File: src/rtl/brs_pkg.sv
// ----------------------------------------------------------------------------
// brs_pkg
// Shared types, op codes and word encoders for the bit row scan unit.
// ----------------------------------------------------------------------------
package brs_pkg;

    localparam int OP_W      = 3;
    localparam int WIDX_W    = 6;
    localparam int DATA_W    = 64;
    localparam int POS_W     = 12;
    localparam int BIDX_W    = 12;
    localparam int MAX_WB    = 64;
    localparam int ENC_W     = 6;

    localparam int WORD_BITS_DEF = 64;
    localparam int ROW_WORDS_DEF = 64;

    localparam logic [OP_W-1:0] OP_WRITE = 3'd0;
    localparam logic [OP_W-1:0] OP_NEXT  = 3'd1;
    localparam logic [OP_W-1:0] OP_PREV  = 3'd2;
    localparam logic [OP_W-1:0] OP_FIRST = 3'd3;
    localparam logic [OP_W-1:0] OP_LAST  = 3'd4;

    typedef struct packed {
        logic start;
        logic wr;
        logic scan;
        logic load_out;
    } cmd_t;

    typedef struct packed {
        logic done;
    } sts_t;

    function automatic logic [ENC_W-1:0] low_one(input logic [MAX_WB-1:0] w);
        logic [ENC_W-1:0] r;
        r = '0;
        for (int i = MAX_WB - 1; i >= 0; i--) begin
            if (w[i]) begin
                r = ENC_W'(i);
            end
        end
        return r;
    endfunction

    function automatic logic [ENC_W-1:0] high_one(input logic [MAX_WB-1:0] w);
        logic [ENC_W-1:0] r;
        r = '0;
        for (int i = 0; i < MAX_WB; i++) begin
            if (w[i]) begin
                r = ENC_W'(i);
            end
        end
        return r;
    endfunction

endpackage

File: src/rtl/bit_row_set_bit_scan_unit.sv
// ----------------------------------------------------------------------------
// bit_row_set_bit_scan_unit
// Bit row of ROW_WORDS words with first/next/prev/last set-bit queries.
// ----------------------------------------------------------------------------
// The row is cleared at reset (per-word valid flags, no clearing pass). A
// write transfer stores one word and returns nothing. A query transfer
// returns one result; the row RAM is read one word per cycle in scan order
// (ascending for first/next, descending for prev/last) and the scan stops at
// the first word holding a qualifying bit. The unit takes no new transfer
// until a query's result is loaded into the output register. A finished
// result waits in the output register while the next transfer is taken.
// ----------------------------------------------------------------------------
module bit_row_set_bit_scan_unit #(
    parameter int WORD_BITS = brs_pkg::WORD_BITS_DEF,
    parameter int ROW_WORDS = brs_pkg::ROW_WORDS_DEF
) (
    input  logic                         aclk,
    input  logic                         aresetn,
    input  logic                         s_valid,
    output logic                         s_ready,
    input  logic [brs_pkg::OP_W-1:0]     s_op,
    input  logic [brs_pkg::WIDX_W-1:0]   s_word_index,
    input  logic [brs_pkg::DATA_W-1:0]   s_word_data,
    input  logic [brs_pkg::POS_W-1:0]    s_position,
    output logic                         m_valid,
    input  logic                         m_ready,
    output logic                         m_found,
    output logic [brs_pkg::BIDX_W-1:0]   m_bit_index
);
    import brs_pkg::*;

    cmd_t cmd;
    sts_t sts;

    brs_ctrl u_ctrl (
        .aclk    (aclk),
        .aresetn (aresetn),
        .s_valid (s_valid),
        .s_ready (s_ready),
        .s_op    (s_op),
        .m_valid (m_valid),
        .m_ready (m_ready),
        .cmd     (cmd),
        .sts     (sts)
    );

    brs_dp #(
        .WORD_BITS (WORD_BITS),
        .ROW_WORDS (ROW_WORDS)
    ) u_dp (
        .aclk         (aclk),
        .aresetn      (aresetn),
        .s_op         (s_op),
        .s_word_index (s_word_index),
        .s_word_data  (s_word_data),
        .s_position   (s_position),
        .m_found      (m_found),
        .m_bit_index  (m_bit_index),
        .cmd          (cmd),
        .sts          (sts)
    );

endmodule

File: src/rtl/brs_ram.sv
// ----------------------------------------------------------------------------
// brs_ram
// Generic single-write, single-read RAM with registered read data.
// ----------------------------------------------------------------------------
module brs_ram #(
    parameter int WIDTH = 64,
    parameter int DEPTH = 64,
    parameter int AW    = (DEPTH > 1) ? $clog2(DEPTH) : 1
) (
    input  logic             aclk,
    input  logic             we,
    input  logic [AW-1:0]    waddr,
    input  logic [WIDTH-1:0] wdata,
    input  logic [AW-1:0]    raddr,
    output logic [WIDTH-1:0] rdata
);

    logic [WIDTH-1:0] mem [0:DEPTH-1];
    logic [WIDTH-1:0] rdata_reg;

    always_ff @(posedge aclk) begin
        if (we) begin
            mem[waddr] <= wdata;
        end
        rdata_reg <= mem[raddr];
    end

    assign rdata = rdata_reg;

endmodule

File: src/rtl/brs_ctrl.sv
// ----------------------------------------------------------------------------
// brs_ctrl
// Sequencer: takes items, runs the word scan, hands the result to the output.
// ----------------------------------------------------------------------------
module brs_ctrl (
    input  logic                     aclk,
    input  logic                     aresetn,
    input  logic                     s_valid,
    output logic                     s_ready,
    input  logic [brs_pkg::OP_W-1:0] s_op,
    output logic                     m_valid,
    input  logic                     m_ready,
    output brs_pkg::cmd_t            cmd,
    input  brs_pkg::sts_t            sts
);
    import brs_pkg::*;

    localparam logic [1:0] ST_IDLE = 2'd0;
    localparam logic [1:0] ST_SCAN = 2'd1;
    localparam logic [1:0] ST_RESP = 2'd2;

    logic [1:0] state_reg;
    logic [1:0] state_next;
    logic       m_valid_reg;
    logic       m_valid_next;
    logic       is_query;

    always_comb begin
        unique case (s_op) inside
            OP_NEXT, OP_PREV, OP_FIRST, OP_LAST: is_query = 1'b1;
            default:                             is_query = 1'b0;
        endcase
    end

    always_comb begin
        state_next = state_reg;
        cmd        = '0;
        s_ready    = 1'b0;
        unique case (state_reg)
            ST_IDLE: begin
                s_ready = 1'b1;
                if (s_valid) begin
                    if (is_query) begin
                        cmd.start  = 1'b1;
                        state_next = ST_SCAN;
                    end else if (s_op == OP_WRITE) begin
                        cmd.wr = 1'b1;
                    end
                end
            end
            ST_SCAN: begin
                cmd.scan = 1'b1;
                if (sts.done) begin
                    state_next = ST_RESP;
                end
            end
            ST_RESP: begin
                if (!m_valid_reg || m_ready) begin
                    cmd.load_out = 1'b1;
                    state_next   = ST_IDLE;
                end
            end
            default: begin
                state_next = ST_IDLE;
            end
        endcase
    end

    always_comb begin
        m_valid_next = m_valid_reg;
        if (cmd.load_out) begin
            m_valid_next = 1'b1;
        end else if (m_ready) begin
            m_valid_next = 1'b0;
        end
    end

    always_ff @(posedge aclk) begin
        if (!aresetn) begin
            state_reg   <= ST_IDLE;
            m_valid_reg <= 1'b0;
        end else begin
            state_reg   <= state_next;
            m_valid_reg <= m_valid_next;
        end
    end

    assign m_valid = m_valid_reg;

    a_load_slot_free: assert property (@(posedge aclk) disable iff (!aresetn)
        cmd.load_out |-> (!m_valid_reg || m_ready))
        else $error("result loaded over an untaken result");

    a_start_scans: assert property (@(posedge aclk) disable iff (!aresetn)
        cmd.start |=> (state_reg == ST_SCAN))
        else $error("query start did not enter scan");

endmodule

File: src/rtl/brs_dp.sv
// ----------------------------------------------------------------------------
// brs_dp
// Row storage and word scan datapath: one row word read per cycle, masked
// against the query bound and priority encoded.
// ----------------------------------------------------------------------------
module brs_dp #(
    parameter int WORD_BITS = brs_pkg::WORD_BITS_DEF,
    parameter int ROW_WORDS = brs_pkg::ROW_WORDS_DEF
) (
    input  logic                         aclk,
    input  logic                         aresetn,
    input  logic [brs_pkg::OP_W-1:0]     s_op,
    input  logic [brs_pkg::WIDX_W-1:0]   s_word_index,
    input  logic [brs_pkg::DATA_W-1:0]   s_word_data,
    input  logic [brs_pkg::POS_W-1:0]    s_position,
    output logic                         m_found,
    output logic [brs_pkg::BIDX_W-1:0]   m_bit_index,
    input  brs_pkg::cmd_t                cmd,
    output brs_pkg::sts_t                sts
);
    import brs_pkg::*;

    localparam int ROW_BITS = WORD_BITS * ROW_WORDS;
    localparam int CW_ROW   = $clog2(ROW_BITS + 1);
    localparam int CW       = (CW_ROW > POS_W + 1) ? CW_ROW : POS_W + 1;
    localparam int LI_W     = (ROW_WORDS > 1) ? $clog2(ROW_WORDS) : 1;
    localparam int WR_WORDS = (ROW_WORDS < (1 << WIDX_W)) ? ROW_WORDS : (1 << WIDX_W);
    localparam int AW       = (WR_WORDS > 1) ? $clog2(WR_WORDS) : 1;
    localparam int SW       = $clog2(WORD_BITS);

    localparam logic [LI_W-1:0] LAST_PTR  = LI_W'(ROW_WORDS - 1);
    localparam logic [CW-1:0]   LAST_BASE = CW'((ROW_WORDS - 1) * WORD_BITS);
    localparam logic [CW-1:0]   ROW_LEN   = CW'(ROW_BITS);
    localparam logic [CW-1:0]   WB_C      = CW'(WORD_BITS);

    logic                 dir_up_reg;
    logic [CW-1:0]        lim_reg;
    logic                 miss_reg;
    logic                 rd_active_reg;
    logic [LI_W-1:0]      rd_ptr_reg;
    logic [CW-1:0]        rd_base_reg;
    logic                 ev_live_reg;
    logic                 ev_last_reg;
    logic                 ev_inram_reg;
    logic [CW-1:0]        ev_base_reg;
    logic                 pend_found_reg;
    logic [BIDX_W-1:0]    pend_idx_reg;
    logic                 m_found_reg;
    logic [BIDX_W-1:0]    m_bit_index_reg;
    logic [WR_WORDS-1:0]  vld_reg;

    logic                 st_up;
    logic [CW-1:0]        st_lim;
    logic                 st_miss;
    logic [CW-1:0]        pos_ext;
    logic                 we;
    logic                 issue;
    logic                 at_end;
    logic                 rd_inram;
    logic [WORD_BITS-1:0] ram_q;
    logic [WORD_BITS-1:0] word;
    logic [WORD_BITS-1:0] mask;
    logic [WORD_BITS-1:0] masked;
    logic signed [CW:0]   off;
    logic signed [CW:0]   wbs;
    logic [SW-1:0]        shd;
    logic [ENC_W-1:0]     enc;
    logic                 hit;
    logic [CW-1:0]        hit_idx;
    logic                 conclude;

    // Query setup
    assign pos_ext = CW'(s_position);

    always_comb begin
        st_up   = 1'b1;
        st_lim  = '0;
        st_miss = 1'b0;
        unique case (s_op) inside
            OP_NEXT: begin
                st_lim = pos_ext + CW'(1);
            end
            OP_PREV: begin
                st_up   = 1'b0;
                st_lim  = pos_ext - CW'(1);
                st_miss = (s_position == '0);
            end
            OP_FIRST: begin
                st_lim = '0;
            end
            OP_LAST: begin
                st_up  = 1'b0;
                st_lim = ROW_LEN - CW'(1);
            end
            default: begin
                st_lim = '0;
            end
        endcase
        if (st_up && (st_lim >= ROW_LEN)) begin
            st_miss = 1'b1;
        end
    end

    // Row storage
    assign we = cmd.wr && (32'(s_word_index) < ROW_WORDS);

    brs_ram #(
        .WIDTH (WORD_BITS),
        .DEPTH (WR_WORDS),
        .AW    (AW)
    ) u_row_ram (
        .aclk  (aclk),
        .we    (we),
        .waddr (s_word_index[AW-1:0]),
        .wdata (s_word_data[WORD_BITS-1:0]),
        .raddr (rd_ptr_reg[AW-1:0]),
        .rdata (ram_q)
    );

    // Read side
    assign issue    = cmd.scan && rd_active_reg;
    assign at_end   = dir_up_reg ? (rd_ptr_reg == LAST_PTR) : (rd_ptr_reg == '0);
    assign rd_inram = ({1'b0, rd_ptr_reg} < (LI_W + 1)'(WR_WORDS))
                      && vld_reg[rd_ptr_reg[AW-1:0]];

    // Evaluate side
    assign word = ev_inram_reg ? ram_q : '0;
    assign off  = $signed({1'b0, lim_reg}) - $signed({1'b0, ev_base_reg});
    assign wbs  = $signed({1'b0, WB_C});
    assign shd  = SW'(WORD_BITS - 1) - off[SW-1:0];

    always_comb begin
        if (dir_up_reg) begin
            if (off <= 0) begin
                mask = '1;
            end else if (off >= wbs) begin
                mask = '0;
            end else begin
                mask = {WORD_BITS{1'b1}} << off[SW-1:0];
            end
        end else begin
            if (off < 0) begin
                mask = '0;
            end else if (off >= wbs - 1) begin
                mask = '1;
            end else begin
                mask = {WORD_BITS{1'b1}} >> shd;
            end
        end
    end

    assign masked   = word & mask;
    assign hit      = (masked != '0);
    assign enc      = dir_up_reg ? low_one(MAX_WB'(masked)) : high_one(MAX_WB'(masked));
    assign hit_idx  = ev_base_reg + CW'(enc);
    assign conclude = cmd.scan && ev_live_reg && (hit || ev_last_reg);

    assign sts.done = miss_reg || (ev_live_reg && (hit || ev_last_reg));

    always_ff @(posedge aclk) begin
        if (!aresetn) begin
            vld_reg       <= '0;
            miss_reg      <= 1'b0;
            rd_active_reg <= 1'b0;
            ev_live_reg   <= 1'b0;
        end else begin
            if (we) begin
                vld_reg[s_word_index[AW-1:0]] <= 1'b1;
            end
            if (cmd.start) begin
                miss_reg      <= st_miss;
                rd_active_reg <= !st_miss;
                ev_live_reg   <= 1'b0;
            end else if (cmd.scan) begin
                ev_live_reg <= issue;
                if (issue && at_end) begin
                    rd_active_reg <= 1'b0;
                end
            end
        end
    end

    always_ff @(posedge aclk) begin
        if (cmd.start) begin
            dir_up_reg     <= st_up;
            lim_reg        <= st_lim;
            rd_ptr_reg     <= st_up ? '0 : LAST_PTR;
            rd_base_reg    <= st_up ? '0 : LAST_BASE;
            pend_found_reg <= 1'b0;
            pend_idx_reg   <= '0;
        end else begin
            if (issue) begin
                ev_base_reg  <= rd_base_reg;
                ev_last_reg  <= at_end;
                ev_inram_reg <= rd_inram;
                if (!at_end) begin
                    if (dir_up_reg) begin
                        rd_ptr_reg  <= rd_ptr_reg + LI_W'(1);
                        rd_base_reg <= rd_base_reg + WB_C;
                    end else begin
                        rd_ptr_reg  <= rd_ptr_reg - LI_W'(1);
                        rd_base_reg <= rd_base_reg - WB_C;
                    end
                end
            end
            if (conclude) begin
                pend_found_reg <= hit;
                pend_idx_reg   <= hit ? hit_idx[BIDX_W-1:0] : '0;
            end
        end
        if (cmd.load_out) begin
            m_found_reg     <= pend_found_reg;
            m_bit_index_reg <= pend_idx_reg;
        end
    end

    assign m_found     = m_found_reg;
    assign m_bit_index = m_bit_index_reg;

    a_ptr_in_row: assert property (@(posedge aclk) disable iff (!aresetn)
        rd_active_reg |-> ({1'b0, rd_ptr_reg} < (LI_W + 1)'(ROW_WORDS)))
        else $error("scan pointer left the row");

    a_miss_zero_index: assert property (@(posedge aclk) disable iff (!aresetn)
        ($past(cmd.load_out) && !m_found_reg) |-> (m_bit_index_reg == '0))
        else $error("not-found result carries a nonzero index");

endmodule
File: config.mk
export PLATFORM = sky130hd
export DESIGN_NAME = bit_row_set_bit_scan_unit
export DESIGN_NICKNAME = d
export VERILOG_FILES = /design/src/rtl/brs_pkg.sv /design/src/rtl/bit_row_set_bit_scan_unit.sv /design/src/rtl/brs_ram.sv /design/src/rtl/brs_ctrl.sv /design/src/rtl/brs_dp.sv
export SDC_FILE = /design/constraint.sdc
export NUM_CORES = 2
export LEC_CHECK = 0
export ABC_CLOCK_PERIOD_IN_PS = 6350
export BUFFER_PORTS_ARGS = -buffer_cell sky130_fd_sc_hd__buf_2
export CAP_MARGIN = 20
export CORE_MARGIN = 2
export CORE_UTILIZATION = 60
export CTS_CLUSTER_DIAMETER = 60
export DETAILED_ROUTE_END_ITERATION = 10
export HOLD_SLACK_MARGIN = 0.15
export MAX_ROUTING_LAYER = met4
export PLACE_DENSITY_LB_ADDON = 0.12
export SKIP_LAST_GASP = 1
export SYNTH_ARGS = -nofsm -noshare
export SYNTH_HDL_FRONTEND = slang
export SYNTH_SLANG_ARGS = --single-unit
File: constraint.sdc
create_clock -name aclk -period 6.35 [get_ports aclk]
set_input_delay 1.905 -clock aclk [delete_from_list [all_inputs] [get_ports aclk]]
set_output_delay 1.905 -clock aclk [all_outputs]
set_load 0.05 [all_outputs]
==> run_results.csv <==
group,metric,value,unit
cts,cts_buffers,428,
detailed_routing,drtIter0Drc,14979,
worst_setup_path,cpPeakStageDelay,670,ps
floorplan,coreArea,277000,um^2
placed_design,port_buffers,103,
timing,fin_tns_setup,0,ps
global_route,grt_util_all_layers,37.6,%
timing,slew-limit-headroom,12.6,%
worst_setup_path,crit_start,"u_dp.ev_base_reg[8]$_DFFE_PP_",
floorplan,num_rows,193,
timing,worst_pin_slew,1300,ps
detailed_routing,drc,0,
yosys,ys.flop_type,"edfxtp_1",
worst_setup_path,critPathMaxFanout,10,
cts,cts_hold_buf,0,
cells_and_area,post_layout_nonfiller_instances,12851,
detailed_routing,post_drt_wl_per_cell,40.2,um
timing,finalClockSkew,70.8,ps
yosys,synth.distinct_cells,96,
worst_setup_path,crit_chain,"inv_1 > ha_1 > a21oi_2 > a21oi_1 > nor3_1 > o211ai_1 > o211ai_1 > a41oi_1 > nand4b_1 > or4_4 > o31ai_4 > nand3_1 > o211ai_1",
detailed_routing,dr.pass1.iters,6,
pwr,vdd.ir_drop.worst,269,uV
cells_and_area,drive_gt1_share,24.1,%
worst_setup_path,crit_end,"u_dp.pend_idx_reg[0]$_SDFFE_PP0P_",
global_route,grt_max_degree,107,
yosys,ys_warn_count,0,
worst_setup_path,critical_path.most_common_cell,"o211ai_1",
yosys,async_flop_share,0,%
cts,clk_path_buf_depth,4,
cells_and_area,syn2layout_area_growth,14.0,%
placed_design,hpwl,299000,um
cells_and_area,final_common_cell,"edfxtp_1",
worst_setup_path,cp.arrival,6330,ps
yosys,syn_area_per_cell,20.4,um^2
yosys,yosysSeqAreaShare,76.3,%
cts,clk-insertion-delay-late,990,ps
global_route,grt_pass1_wl,711000,um
yosys,synth_compound_area_share,4.49,%
worst_setup_path,start_kind,"flop",
placed_design,post_dp_cell_area,176000,um^2
worst_setup_path,r2r_setup_slack,890,ps
yosys,synth_fa_ha_area_share,0.238,%
pwr,p_leak,61.2,nW
hold_path,hold_class,"flop to flop",
detailed_routing,vias_per_cell,7.13,
yosys,syn_inst,8198,
flow_run,drv_cap,0,
cts,htreeDepth,5,
yosys,synth_xor_area_share,0.121,%
worst_setup_path,worstReg2RegEnd,"u_dp.pend_idx_reg[0]$_SDFFE_PP0P_",
floorplan,die_height,531,um
yosys,syn_area,167000,um^2
cts,clk_pin_slew_worst_paths,60,ps
yosys,ys_ff_latch,4292,
pwr,p_per_area,333,nW/um^2
timing,maxSlewViolCount,0,
timing,setup_viol,0,
global_route,grt_pass1_vias,87706,
timing,max_freq,183,MHz
worst_setup_path,slowest_stage,"nor3_1",
cts,cts_setup_buffers,0,
timing,finalCriticalPeriod,5460,ps
floorplan,io_pins,104,
cells_and_area,fin_area,190000,um^2
worst_setup_path,end_kind,"flop",
global_route,gr-total-overflow,0,
worst_setup_path,path_class,"flop to flop",
timing,hold_viol_final,0,
cells_and_area,largest_register_ffs,4096,
timing,rsz0062_at_grt,"false",
yosys,synth_edf_count,4145,
status,status,"completed",
placed_design,dp_cells,11932,
detailed_routing,drt_wl_total,516000,um
worst_setup_path,r2r_start,"u_dp.ev_base_reg[8]$_DFFE_PP_",
floorplan,initial_core_util,60.3,%
cts,cts_tree,"built",
floorplan,dieWidth,531,um
detailed_routing,vias,91684,
global_route,antenna_found_initial,48,
worst_setup_path,cp.required,7210,ps
yosys,synth-simple-area-share,2.15,%
detailed_routing,ant_nets,0,
cells_and_area,fillers,17326,
floorplan,die_area,282000,um^2
cts,clkSinkCount,4292,
placed_design,finalWeightedCongestion,0.913,
yosys,synth_top_family_by_area,"multiplexers",
yosys,synthesis.nets,8317,
yosys,synthMuxAreaShare,15.5,%
cells_and_area,layout.nets,8816,
cells_and_area,layout_common_cells,"edfxtp_1, mux4_2, mux2i_1, clkbuf_16, nor2_1",
worst_setup_path,reg2reg_depth,13,
cts,cts-root-buf,"clkbuf_16",
cts,post_cts_resized,0,
timing,min_period_over_period,86.0,%
-- worst min path at each step --
stage,from,endpoint,cells after the start,slack (ps)
global placement,u_dp.pend_found_reg$_SDFFE_PP0P_,u_dp.m_found$_DFFE_PP_,0,440
global route,u_dp.pend_idx_reg[4]$_SDFFE_PP0P_,u_dp.m_bit_index[4]$_DFFE_PP_,0,460
detailed placement,u_dp.pend_idx_reg[4]$_SDFFE_PP0P_,u_dp.m_bit_index[4]$_DFFE_PP_,0,440
finish,u_dp.pend_idx_reg[5]$_SDFFE_PP0P_,u_dp.m_bit_index[5]$_DFFE_PP_,0,450
floorplan,u_dp.pend_idx_reg[0]$_SDFFE_PP0P_,u_dp.m_bit_index[0]$_DFFE_PP_,0,410
CTS,u_dp.pend_idx_reg[4]$_SDFFE_PP0P_,u_dp.m_bit_index[4]$_DFFE_PP_,0,450
-- power breakdown --
group	internal, W	switching, W	total [W]
Sequential	0.0312	0.000334	0.0315
Combinational	0.00233	0.00454	0.00687
Clock	0.0141	0.0108	0.0249
-- layer usage --
layer / track usage [%] / share of wire [%] / routed length [um] / vias to the layer above
met2: 55.9 / 47 / 242000 / 6667
met1: 51.5 / 36 / 188000 / 48463
met3: 7.93 / 12 / 61700 / 1019
met4: 15.6 / 4.8 / 24500 / 0
li1: - / - / - / 35535
met5: - / 0 / 0 / -
-- Yosys cell counts (9+ instances only) --
master	instances	area share (%)
a32oi_1	11	0.058
nand2b_1	19	0.071
nor3_1	52	0.16
nor2b_1	14	0.052
edfxtp_1	4145	75
a221oi_1	16	0.084
inv_1	33	0.074
or3_1	19	0.071
nand2_1	181	0.41
and2_1	11	0.041
or2_2	13	0.049
clkbuf_1	299	0.67
nand4_1	9	0.034
o221a_2	10	0.067
o221ai_1	159	0.83
o22ai_1	172	0.64
a211oi_1	39	0.18
a22oi_1	14	0.063
o211a_1	10	0.060
and3_1	15	0.056
mux2i_1	552	3.3
buf_2	34	0.10
xnor2_1	17	0.089
nor2_1	355	0.80
a21boi_0	11	0.049
ha_1	27	0.20
buf_1	131	0.29
o211ai_1	36	0.16
a31oi_1	20	0.075
mux4_2	904	12
a2111oi_0	15	0.079
o21bai_1	13	0.058
a21o_1	32	0.14
a21oi_1	211	0.63
nand3_1	56	0.17
o21ai_0	211	0.63
dfxtp_1	147	1.8
-- stage by stage --
step                      hold WS, ps  worst slack, ps  power, W  util (%)
final                             446              887    0.0633      68.8
after global routing              462              526    0.0648      68.8
after CTS                         454              920    0.0633      68.4
after detailed placement          440              964    0.0389      63.4
after global placement            440              984    0.0388      63.4
after floorplan                   408              405    0.0355         -
-- final cells by class --
| cell class | instances | area (um^2) | share of cell area [%] |
|---|---|---|---|
| sequential | 4292 | 127000 | 66.9 |
| multi-input combinational | 3401 | 38200 | 20.1 |
| clock buffer | 555 | 11400 | 6.01 |
| timing repair buffer | 535 | 5990 | 3.15 |
| tap | 3705 | 4640 | 2.43 |
| clock inverter | 239 | 2350 | 1.23 |
| antenna | 85 | 213 | 0.112 |
| inverter | 39 | 165 | 0.0868 |
-- cell families (layout without fill, tap and decap cells) --
group / Yosys count / after routing
AO/OA/AOI/OAI: 1101 / 1101
buffers and inverters: 505 / 1368
AND/OR/NAND/NOR: 791 / 791
adder cells (fa/ha/maj): 30 / 30
flip-flops: 4292 / 4292
XOR/XNOR: 23 / 23
other: 0 / 85
multiplexers: 1456 / 1456
-- worst max-delay path, delay by kind of cell (launching register included) --
family / cells / cell delay, ps
AOI/OAI and AO/OA: 7 / 2710
buffers and inverters: 1 / 50
and+or+nand+nor: 4 / 1910
adders and majority gates: 1 / 340
DFF: 1 / 350
No activity file was read; power rests on OpenSTA's default activity.
